$ cat src/rtl/core/dtt_pkg.sv
// Shared types and constants for the deadline timer table.
`timescale 1ns / 1ps
package dtt_pkg;
	localparam int TABLE_ENTRIES = 16;
	localparam int IDX_W = $clog2(TABLE_ENTRIES);
	localparam int CLK_W = 48;
	localparam int SEQ_W = 32;
	localparam logic [15:0] TICK_PERIOD_RESET = 16'd500;
	localparam logic [CLK_W-1:0] CLOCK_MAX = {CLK_W{1'b1}};
	localparam logic [0:0] REG_TICK_PERIOD = 1'b0;

	typedef enum logic [1:0] {
		FUNC_SCHEDULE = 2'd0,
		FUNC_CANCEL   = 2'd1,
		FUNC_TICK     = 2'd2,
		FUNC_NONE     = 2'd3
	} func_t;

	typedef enum logic [2:0] {
		KIND_SCHEDULED = 3'd0,
		KIND_FULL      = 3'd1,
		KIND_CANCELLED = 3'd2,
		KIND_NOT_FOUND = 3'd3,
		KIND_FIRED     = 3'd4
	} kind_t;

	typedef enum logic [4:0] {
		ST_IDLE   = 5'b00001,
		ST_EXEC   = 5'b00010,
		ST_TICK   = 5'b00100,
		ST_SCAN   = 5'b01000,
		ST_DECIDE = 5'b10000
	} state_t;

	typedef struct packed {
		logic accept;
		logic exec;
		logic tick;
		logic scan;
		logic decide;
	} cmd_t;

	typedef struct packed {
		logic op_tick;
		logic op_none;
		logic out_free;
		logic scan_last;
		logic dec_stall;
		logic dec_found;
	} status_t;
endpackage

$ cat src/rtl/core/dtt_if.sv
// Valid/ready channel interfaces for requests and results.
`timescale 1ns / 1ps
interface dtt_req_if;
	logic        valid;
	logic        ready;
	logic [1:0]  func;
	logic [7:0]  task_id;
	logic [31:0] offset_ms;
	modport source (output valid, func, task_id, offset_ms, input ready);
	modport sink (input valid, func, task_id, offset_ms, output ready);
endinterface

interface dtt_rsp_if;
	logic       valid;
	logic       ready;
	logic [2:0] kind;
	logic [7:0] task_id_res;
	logic       last;
	modport source (output valid, kind, task_id_res, last, input ready);
	modport sink (input valid, kind, task_id_res, last, output ready);
endinterface

$ cat src/rtl/core/dtt_ctrl.sv
// Controller state machine sequencing request execution and tick scans.
`timescale 1ns / 1ps
module dtt_ctrl (
	input  logic              clk,
	input  logic              arst_n,
	input  logic              req_valid,
	output logic              req_ready,
	input  dtt_pkg::status_t  st,
	output dtt_pkg::cmd_t     cmd
);
	dtt_pkg::state_t state_q, state_d;

	always_ff @(posedge clk or negedge arst_n) begin
		if (!arst_n) begin
			state_q <= dtt_pkg::ST_IDLE;
		end else begin
			state_q <= state_d;
		end
	end

	always_comb begin
		state_d = state_q;
		cmd = '0;
		req_ready = 1'b0;
		case (state_q)
			dtt_pkg::ST_IDLE: begin
				req_ready = 1'b1;
				cmd.accept = req_valid;
				if (req_valid) state_d = dtt_pkg::ST_EXEC;
			end
			dtt_pkg::ST_EXEC: begin
				cmd.exec = 1'b1;
				if (st.op_tick) state_d = dtt_pkg::ST_TICK;
				else if (st.op_none || st.out_free) state_d = dtt_pkg::ST_IDLE;
			end
			dtt_pkg::ST_TICK: begin
				cmd.tick = 1'b1;
				state_d = dtt_pkg::ST_SCAN;
			end
			dtt_pkg::ST_SCAN: begin
				cmd.scan = 1'b1;
				if (st.scan_last) state_d = dtt_pkg::ST_DECIDE;
			end
			dtt_pkg::ST_DECIDE: begin
				cmd.decide = 1'b1;
				if (!st.dec_stall) state_d = st.dec_found ? dtt_pkg::ST_SCAN : dtt_pkg::ST_IDLE;
			end
			default: state_d = dtt_pkg::ST_IDLE;
		endcase
	end
endmodule

$ cat src/rtl/core/dtt_dp.sv
// Datapath: timer table, clock, configuration register and result register.
`timescale 1ns / 1ps
module dtt_dp (
	input  logic              clk,
	input  logic              arst_n,
	input  dtt_pkg::cmd_t     cmd,
	output dtt_pkg::status_t  st,
	input  logic [1:0]        func,
	input  logic [7:0]        task_id,
	input  logic [31:0]       offset_ms,
	input  logic              psel,
	input  logic              penable,
	input  logic              pwrite,
	input  logic [0:0]        paddr,
	input  logic [31:0]       pwdata,
	output logic [31:0]       prdata,
	output logic              rsp_valid,
	input  logic              rsp_ready,
	output logic [2:0]        kind,
	output logic [7:0]        task_id_res,
	output logic              last
);
	localparam int N = dtt_pkg::TABLE_ENTRIES;
	localparam int IW = dtt_pkg::IDX_W;
	localparam int CW = dtt_pkg::CLK_W;
	localparam int SW = dtt_pkg::SEQ_W;

	logic [15:0]    period_q;
	logic [CW-1:0]  clock_q;
	logic [SW-1:0]  counter_q;
	logic [N-1:0]   valid_q;
	logic [CW-1:0]  dl_q [N];
	logic [7:0]     hd_q [N];
	logic [SW-1:0]  seq_q [N];
	logic [1:0]     op_q;
	logic [7:0]     id_q;
	logic [31:0]    delay_q;
	logic [IW-1:0]  idx_q;
	logic           found_q;
	logic [IW-1:0]  best_q;
	logic [CW-1:0]  best_dl_q;
	logic [SW-1:0]  best_age_q;
	logic           pend_v_q;
	logic [7:0]     pend_id_q;
	logic           rv_q;
	logic [2:0]     kind_q;
	logic [7:0]     id_res_q;
	logic           last_q;

	logic           out_free;
	logic           full;
	logic [IW-1:0]  free_idx;
	logic [N-1:0]   hit;
	logic [CW:0]    dl_sum;
	logic [CW-1:0]  dl_new;
	logic [CW:0]    clk_sum;
	logic [SW-1:0]  age_i;
	logic           cand;
	logic           better;
	logic           exec_do;
	logic           dec_load;

	assign out_free = !rv_q || rsp_ready;
	assign full = &valid_q;

	always_comb begin
		free_idx = '0;
		for (int i = N - 1; i >= 0; i--) begin
			if (!valid_q[i]) free_idx = IW'(i);
		end
		for (int i = 0; i < N; i++) begin
			hit[i] = valid_q[i] && (hd_q[i] == id_q);
		end
	end

	assign dl_sum = {1'b0, clock_q} + (CW + 1)'(delay_q);
	assign dl_new = dl_sum[CW] ? dtt_pkg::CLOCK_MAX : dl_sum[CW-1:0];
	assign clk_sum = {1'b0, clock_q} + (CW + 1)'(period_q);

	assign age_i = counter_q - seq_q[idx_q];
	assign cand = valid_q[idx_q] && (dl_q[idx_q] <= clock_q);
	assign better = cand && (!found_q || (dl_q[idx_q] < best_dl_q) ||
		((dl_q[idx_q] == best_dl_q) && (age_i > best_age_q)));

	assign exec_do = cmd.exec && out_free &&
		((op_q == dtt_pkg::FUNC_SCHEDULE) || (op_q == dtt_pkg::FUNC_CANCEL));
	assign dec_load = cmd.decide && pend_v_q && out_free;

	assign st.op_tick = (op_q == dtt_pkg::FUNC_TICK);
	assign st.op_none = (op_q == dtt_pkg::FUNC_NONE);
	assign st.out_free = out_free;
	assign st.scan_last = (idx_q == IW'(N - 1));
	assign st.dec_stall = pend_v_q && !out_free;
	assign st.dec_found = found_q;

	always_ff @(posedge clk or negedge arst_n) begin
		if (!arst_n) begin
			period_q <= dtt_pkg::TICK_PERIOD_RESET;
		end else if (psel && penable && pwrite && (paddr == dtt_pkg::REG_TICK_PERIOD)) begin
			period_q <= pwdata[15:0];
		end
	end

	assign prdata = (paddr == dtt_pkg::REG_TICK_PERIOD) ? {16'd0, period_q} : 32'd0;

	always_ff @(posedge clk) begin
		if (cmd.accept) begin
			op_q <= func;
			id_q <= task_id;
			delay_q <= offset_ms;
		end
		if (exec_do && (op_q == dtt_pkg::FUNC_SCHEDULE) && !full) begin
			dl_q[free_idx] <= dl_new;
			hd_q[free_idx] <= id_q;
			seq_q[free_idx] <= counter_q;
		end
		if (cmd.scan && better) begin
			best_q <= idx_q;
			best_dl_q <= dl_q[idx_q];
			best_age_q <= age_i;
		end
		if (cmd.decide && found_q && !st.dec_stall) pend_id_q <= hd_q[best_q];
	end

	always_ff @(posedge clk or negedge arst_n) begin
		if (!arst_n) begin
			clock_q <= '0;
			counter_q <= '0;
			valid_q <= '0;
			idx_q <= '0;
			found_q <= 1'b0;
			pend_v_q <= 1'b0;
		end else begin
			if (exec_do && (op_q == dtt_pkg::FUNC_SCHEDULE) && !full) begin
				valid_q[free_idx] <= 1'b1;
				counter_q <= counter_q + 1'b1;
			end
			if (exec_do && (op_q == dtt_pkg::FUNC_CANCEL)) valid_q <= valid_q & ~hit;
			if (cmd.tick) begin
				clock_q <= clk_sum[CW] ? dtt_pkg::CLOCK_MAX : clk_sum[CW-1:0];
				idx_q <= '0;
				found_q <= 1'b0;
				pend_v_q <= 1'b0;
			end
			if (cmd.scan) begin
				idx_q <= idx_q + 1'b1;
				if (better) found_q <= 1'b1;
			end
			if (cmd.decide && !st.dec_stall) begin
				idx_q <= '0;
				found_q <= 1'b0;
				pend_v_q <= found_q;
				if (found_q) valid_q[best_q] <= 1'b0;
			end
		end
	end

	always_ff @(posedge clk or negedge arst_n) begin
		if (!arst_n) begin
			rv_q <= 1'b0;
		end else if (exec_do || dec_load) begin
			rv_q <= 1'b1;
		end else if (rsp_ready) begin
			rv_q <= 1'b0;
		end
	end

	always_ff @(posedge clk) begin
		if (exec_do) begin
			id_res_q <= id_q;
			last_q <= 1'b1;
			if (op_q == dtt_pkg::FUNC_SCHEDULE) begin
				kind_q <= full ? dtt_pkg::KIND_FULL : dtt_pkg::KIND_SCHEDULED;
			end else begin
				kind_q <= (|hit) ? dtt_pkg::KIND_CANCELLED : dtt_pkg::KIND_NOT_FOUND;
			end
		end else if (dec_load) begin
			id_res_q <= pend_id_q;
			last_q <= !found_q;
			kind_q <= dtt_pkg::KIND_FIRED;
		end
	end

	assign rsp_valid = rv_q;
	assign kind = kind_q;
	assign task_id_res = id_res_q;
	assign last = last_q;
endmodule

$ cat src/rtl/core/deadline_timer_table.sv
// Top level of the deadline timer table.
`timescale 1ns / 1ps
// Schedule and cancel requests pass through the accepting state and one execute
// state, and their single result beat is registered in the execute state; an unused
// request also passes through both states and gives no beat. A tick passes through
// the accepting state, the execute state and a clock update state, then makes one
// scan of the table per fired entry plus one, each scan visiting the TABLE_ENTRIES
// entries one at a time with a single comparator and then a decide step. A result
// beat that is not taken holds the execute and decide steps until it leaves. The
// result register lets the final beat wait while the next request is accepted.
module deadline_timer_table (
	input  logic         clk,
	input  logic         arst_n,
	dtt_req_if.sink      req,
	dtt_rsp_if.source    rsp,
	input  logic         psel,
	input  logic         penable,
	input  logic         pwrite,
	input  logic [0:0]   paddr,
	input  logic [31:0]  pwdata,
	output logic [31:0]  prdata,
	output logic         pready
);
	dtt_pkg::cmd_t    cmd;
	dtt_pkg::status_t st;

	assign pready = 1'b1;

	dtt_ctrl u_ctrl (
		.clk       (clk),
		.arst_n    (arst_n),
		.req_valid (req.valid),
		.req_ready (req.ready),
		.st        (st),
		.cmd       (cmd)
	);

	dtt_dp u_dp (
		.clk         (clk),
		.arst_n      (arst_n),
		.cmd         (cmd),
		.st          (st),
		.func        (req.func),
		.task_id     (req.task_id),
		.offset_ms   (req.offset_ms),
		.psel        (psel),
		.penable     (penable),
		.pwrite      (pwrite),
		.paddr       (paddr),
		.pwdata      (pwdata),
		.prdata      (prdata),
		.rsp_valid   (rsp.valid),
		.rsp_ready   (rsp.ready),
		.kind        (rsp.kind),
		.task_id_res (rsp.task_id_res),
		.last        (rsp.last)
	);
endmodule

$ cat src/flat_wrapper.sv
// flat-port wrapper written by rule: the top's interface ports become plain ports
module deadline_timer_table_flat 
  (clk, arst_n, psel, penable, pwrite, paddr, pwdata, prdata, pready, req_valid, req_func, req_task_id, req_offset_ms, req_ready, rsp_valid, rsp_kind, rsp_task_id_res, rsp_last, rsp_ready);
  dtt_req_if req_i ();
  dtt_rsp_if rsp_i ();
  input  logic clk;
  input  logic arst_n;
  input  logic psel;
  input  logic penable;
  input  logic pwrite;
  input  logic [0:0] paddr;
  input  logic [31:0] pwdata;
  output logic [31:0] prdata;
  output logic pready;
  input wire logic [$bits(req_i.valid)-1:0] req_valid;
  input wire logic [$bits(req_i.func)-1:0] req_func;
  input wire logic [$bits(req_i.task_id)-1:0] req_task_id;
  input wire logic [$bits(req_i.offset_ms)-1:0] req_offset_ms;
  output wire logic [$bits(req_i.ready)-1:0] req_ready;
  output wire logic [$bits(rsp_i.valid)-1:0] rsp_valid;
  output wire logic [$bits(rsp_i.kind)-1:0] rsp_kind;
  output wire logic [$bits(rsp_i.task_id_res)-1:0] rsp_task_id_res;
  output wire logic [$bits(rsp_i.last)-1:0] rsp_last;
  input wire logic [$bits(rsp_i.ready)-1:0] rsp_ready;
  assign req_i.valid = req_valid;
  assign req_i.func = req_func;
  assign req_i.task_id = req_task_id;
  assign req_i.offset_ms = req_offset_ms;
  assign req_ready = req_i.ready;
  assign rsp_valid = rsp_i.valid;
  assign rsp_kind = rsp_i.kind;
  assign rsp_task_id_res = rsp_i.task_id_res;
  assign rsp_last = rsp_i.last;
  assign rsp_i.ready = rsp_ready;
  deadline_timer_table u_core (.clk(clk), .arst_n(arst_n), .req(req_i), .rsp(rsp_i), .psel(psel), .penable(penable), .pwrite(pwrite), .paddr(paddr), .pwdata(pwdata), .prdata(prdata), .pready(pready));
endmodule
$ cat config.mk
export PLATFORM = sky130hd
export DESIGN_NAME = deadline_timer_table_flat
export DESIGN_NICKNAME = d
export VERILOG_FILES = /design/src/rtl/core/dtt_pkg.sv /design/src/rtl/core/dtt_if.sv /design/src/rtl/core/dtt_ctrl.sv /design/src/rtl/core/dtt_dp.sv /design/src/rtl/core/deadline_timer_table.sv /design/src/flat_wrapper.sv
export SDC_FILE = /design/constraint.sdc
export NUM_CORES = 2
export LEC_CHECK = 0
export BUFFER_PORTS_ARGS = -buffer_cell sky130_fd_sc_hd__buf_2
export CAP_MARGIN = 15
export CORE_UTILIZATION = 50
export CTS_BUF_LIST = sky130_fd_sc_hd__clkbuf_16
export CTS_CLUSTER_SIZE = 16
export DETAILED_ROUTE_END_ITERATION = 6
export PLACE_DENSITY = 0.74
export SYNTH_ARGS = -nofsm -noshare
export SYNTH_HDL_FRONTEND = slang
export SYNTH_HIERARCHICAL = 1
export SYNTH_SLANG_ARGS = --single-unit
$ cat constraint.sdc
create_clock -name clk -period 13.4 [get_ports clk]
set_clock_uncertainty 0.15 [all_clocks]
set_input_delay 0.67 -clock clk [delete_from_list [all_inputs] [get_ports clk]]
set_output_delay 0.67 -clock clk [all_outputs]
set_load 0.01 [all_outputs]
==> summary by stage <==
Min path
The worst hold path belongs to the class primary input to flop. The worst hold path terminates at u_core/u_dp/delay_q[2]. The hold path depth is 1. The origin of the worst min-delay path is req_offset_ms[2].

Worst setup path
The biggest fanout along the worst timing path is 48. The endpoint of the worst register-to-register path is u_core/u_dp/best_dl_q[41]. The largest stage delay on the critical path is 0.80 ns. The launching element type of the critical path is a flop.

The type of the setup path with the least slack is flop to flop. The number of cells on the worst reg-to-reg path is 22. Traced cell by cell, the critical path runs through buf_4 > mux4_2 > mux4_2 > inv_1 > ha_1 > a21oi_1 > and3b_1 > o311ai_0 > a31oi_1 > o41ai_2 > o2111ai_1 > a21oi_1 > xnor2_1 > ha_1 > and3_1 > nand4_1 > nor3_1 > nand2_1 > o211ai_1 > nand2_1 > a21oi_4 > buf_4. The critical path capture point type is a flop. STA puts the critical path data arrival time at around 9 ns.

The worst path required time is 13.65 ns. In this run the register-to-register setup slack is 4.61 ns. The launching point of the worst reg2reg path is u_core/u_dp/idx_q[0]. The critical-path cell with the highest stage delay is sky130_fd_sc_hd__dfrtp_4.

Timing
Setup repair after global routing left no endpoint under its margin. The share of the cycle needed by the critical path after routing is 65.6%. The total count of max-transition violations in the final report came to 0. For the pin with the worst max-slew slack, the measured transition is roughly 1.3 ns. The highest clock frequency the design can meet is 114 MHz.

The number of endpoints failing setup at the final stage is 0. Setup total negative slack on the finished layout was measured at 0 ns. The final hold violation count is 0. The final period demand of the worst path is 8.79 ns.

Measured against its own limit, the worst slew margin works out to between 10% and 20%.

Clock tree
The deepest clock path buffer count is 3. TritonCTS built the clock tree. The clock sink total is 1678. The clock-pin slew on the worst setup and hold paths is 0.06 ns. The buffer type at the clock tree root is sky130_fd_sc_hd__clkbuf_16. The number of setup buffers added after CTS is 0.

TritonCTS created approximately 160 clock buffers. CTS built an H-tree with a depth of 4. At the later pin of the worst-skew pair, clock insertion delay measures just under 0.8 ns.

Yosys
Summing every instance area after synthesis gives 73400 um^2. The unique cell type count in the Yosys netlist is 104. After synthesis, the most frequently instantiated cells are 1553 x sky130_fd_sc_hd__edfxtp_1, 445 x sky130_fd_sc_hd__mux4_2, 217 x sky130_fd_sc_hd__inv_1, 209 x sky130_fd_sc_hd__ha_1, 198 x sky130_fd_sc_hd__xnor2_1.

During synthesis, Yosys emitted a total of 6 warnings. The post-synthesis average cell area is 17.5 um^2. The number of register bits inferred by synthesis is roughly 1700. The leading register cell type out of synthesis is sky130_fd_sc_hd__edfxtp_1. Yosys attributes the largest share of cell area to sky130_fd_sc_hd__edfxtp_1 64%, sky130_fd_sc_hd__mux4_2 14%, sky130_fd_sc_hd__dfrtp_1 4.0%. After technology mapping, the gate count stands at 4187. Counting flops with an async set or reset pin after synthesis yields a share of 7.39%. The most common cell in the synthesized netlist is sky130_fd_sc_hd__edfxtp_1.

Counting flops with a built-in enable in the synthesized netlist gives 1553. Of all cell types, the one taking the most synthesized area is sky130_fd_sc_hd__edfxtp_1. The top cell type by area accounts for 63.5% of the synthesized area. Sequential elements use 67.8% of the synthesized area.

Power and ir drop
Per report_power, the sequential group accounts for 43.1% of the total. The total power density per cell area is between 150 and 200 nW/um^2. The clock network burns between 20% and 30% of the power. The internal portion of the total power is about 10 mW. For this design the static power due to leakage is slightly below 30 nW.

The switching share of power is 29.9%. In this run, the combinational gates consume between 20% and 30% of the power. The worst-case IR drop observed on VDD is about 190 uV.

In this run the power spent charging and discharging nets is 4.47 mW.

Floorplanning
The floorplan step defined a die boundary enclosing around 150000 um^2. In this run the horizontal extent of the chip is 385 um. The floorplan has 140 rows. In this run the vertical extent of the chip is 385 um. The number of ports placed on the die boundary is 129.

Once the floorplan was initialized, standard cells occupied 50.4% of the core. The area inside the core boundary is 146000 um^2.

Flow run
The max-capacitance violation count is 0.

Detailed routing
Detailed routing inserted a total of around 40000 vias. In the routed layout, each cell is associated on average with a via count of 6.16. The first routing iteration left between 4000 and 5000 violations.

After detailed routing, the average wire length per cell comes to 26.9 um. For this run, design rule violations remaining after detail routing come to 0. In the final routing, the length of wire on met1 measures 70500 um. In the detailed route, the total length drawn on met2 is 84800 um. Before antenna repair, the detailed router went through 5 iterations. The final layout contains routed wiring with a total length of ~170000 um. The detailed router used layers up to and including met4.

Wire segments on met3 add up to ~14000 um in the final route. Once detail routing completed, the nets flagged for antenna violations numbered 0.

GRT
The via count of the first global-routing pass is 39922. The maximum number of pins on one net before global-route repair is 116. The total congestion overflow after global routing is 0. The first global-routing pass estimated between 200000 and 300000 um of wire. Global routing used between 20% and 30% of the available tracks across all layers. The number of antenna violations at the first check in global routing is 4.

Finish
For this run, the share of the core covered by cells in the final layout is 56.3%. The count of placed standard cells in the final layout, fillers left out is 6460. The area growth from synthesis to layout is 11.7%.

The net count of the finished layout is 4700. The fraction of final layout cells sized beyond drive strength 1 is about a fifth.

Placed design
Buffers placed on the I/O ports in this run total 95. Including well taps, the total number of placed cells is 6095. At the end of routability-driven placement, the weighted congestion stood at 0.925. The estimated wirelength of the detail-placed design is 101000 um.

Status
The flow ran to the end, and the final reports show no timing, DRC or antenna violations.
worst max path at each step:
stage / from / end / depth (start not counted)
2_1_floorplan: u_core/u_dp/idx_q[0] / u_core/u_dp/best_age_q[0] / 21
3_3_place_gp: u_core/u_dp/idx_q[0] / u_core/u_dp/best_dl_q[43] / 22
3_5_place_dp: u_core/u_dp/idx_q[0] / u_core/u_dp/best_dl_q[43] / 22
4_1_cts: u_core/u_dp/idx_q[0] / u_core/u_dp/best_dl_q[34] / 22
5_1_grt: u_core/u_dp/idx_q[0] / u_core/u_dp/best_dl_q[41] / 22
6_report: u_core/u_dp/idx_q[0] / u_core/u_dp/best_dl_q[41] / 22
cells in the final DEF (no fill, tap or decap), types with 18 or more instances in the layout:
cell                            instances
sky130_fd_sc_hd__a21o_1                53
sky130_fd_sc_hd__a21oi_1              137
sky130_fd_sc_hd__a31oi_1               19
sky130_fd_sc_hd__and3_1                26
sky130_fd_sc_hd__buf_2                 94
sky130_fd_sc_hd__buf_4                 68
sky130_fd_sc_hd__clkbuf_16            169
sky130_fd_sc_hd__clkinv_1              37
sky130_fd_sc_hd__clkinv_2              26
sky130_fd_sc_hd__dfrtp_1              113
sky130_fd_sc_hd__dlygate4sd3_1         57
sky130_fd_sc_hd__edfxtp_1            1553
sky130_fd_sc_hd__ha_1                 209
sky130_fd_sc_hd__inv_1                253
sky130_fd_sc_hd__mux2_2                28
sky130_fd_sc_hd__mux4_2               445
sky130_fd_sc_hd__nand2_1              172
sky130_fd_sc_hd__nand2b_1              18
sky130_fd_sc_hd__nand3_1               69
sky130_fd_sc_hd__nand4_1               81
sky130_fd_sc_hd__nor2_1               108
sky130_fd_sc_hd__nor2b_1               41
sky130_fd_sc_hd__nor3_1                54
sky130_fd_sc_hd__o211ai_1              21
sky130_fd_sc_hd__o21ai_0              105
sky130_fd_sc_hd__o31ai_1               20
sky130_fd_sc_hd__xnor2_1              198
sky130_fd_sc_hd__xor2_1                33
flip-flops by register name, summed over array words and instances (netlist names), 16 cells and up:
| name | cells |
|---|---|
| u_core/u_dp/dl_q | 768 |
| u_core/u_dp/seq_q | 512 |
| u_core/u_dp/hd_q | 128 |
| u_core/u_dp/best_dl_q | 48 |
| u_core/u_dp/clock_q | 48 |
| u_core/u_dp/best_age_q | 32 |
| u_core/u_dp/counter_q | 32 |
| u_core/u_dp/delay_q | 32 |
| u_core/u_dp/period_q | 16 |
| u_core/u_dp/valid_q | 16 |
per-layer routing:
metal | GRT usage, % | up-vias
li1 | - | 17120
met2 | 38.4 | 1710
met3 | 4.43 | 289
met5 | 0 | -
met1 | 32.8 | 20699
met4 | 7.05 | 0
power groups by stage:
stage / Clock (mW) / Sequential [mW] / Combinational [mW]
4_1_cts: 4.51 / 6.45 / 4.08
6_report: 4.44 / 6.45 / 4.07
3_5_place_dp: 0 / 6.56 / 4.03
2_1_floorplan: 0 / 6.36 / 3.10
3_3_place_gp: 0 / 6.55 / 3.94
5_1_grt: 4.70 / 6.46 / 4.43
cell families after synthesis:
group	after synthesis	share of synthesized area, %
AOI/OAI and AO/OA	506	4.62
xor gates and xnor gates	231	2.76
adders and majority gates	212	3.64
buffers and inverters	404	2.29
DFF	1678	67.8
muxes	481	14.2
other	2	0.0102
and+or+nand+nor	673	4.71
worst max-delay path: cells and delay by family (launching register included):
kind / cells / cell delay (ns)
buffers and inverters: 3 / 1.50
AOI/OAI and AO/OA: 8 / 2.50
and+or+nand+nor: 6 / 1.55
DFF: 1 / 0.80
xor gates and xnor gates: 1 / 0.11
muxes: 2 / 1.08
adders and majority gates: 2 / 0.58
through the flow:
stage / hold slack [ns] / instance area (um^2) / setup WS, ns / total power [mW]
2_1_floorplan: 0.224 / 73500 / 3.26 / 9.46
4_1_cts: 0.0540 / 81900 / 4.51 / 15.0
6_report: 0.111 / 82000 / 4.61 / 15.0
3_3_place_gp: 0.341 / 76200 / 4.62 / 10.5
3_5_place_dp: 0.354 / 76200 / 4.58 / 10.6
5_1_grt: 0.0869 / 82000 / 4.04 / 15.6
cell type report:
class / instances / area (um^2)
Antenna cell: 1 / 2.50
Timing Repair Buffer: 225 / 1660
Clock inverter: 132 / 946
Fill cell: 10871 / 63700
Clock buffer: 169 / 4230
Inverter: 218 / 848
Sequential cell: 1678 / 49800
Tap cell: 1917 / 2400
Multi-Input combinational cell: 2120 / 22100
timing repair:
| action | in CTS | in global routing |
|---|---|---|
| hold buffers | 57 | 0 |
| endpoints found under the hold margin | 125 | 0 |
| gates resized for setup | 0 | 0 |
No activity file was read; power rests on OpenSTA's default activity.
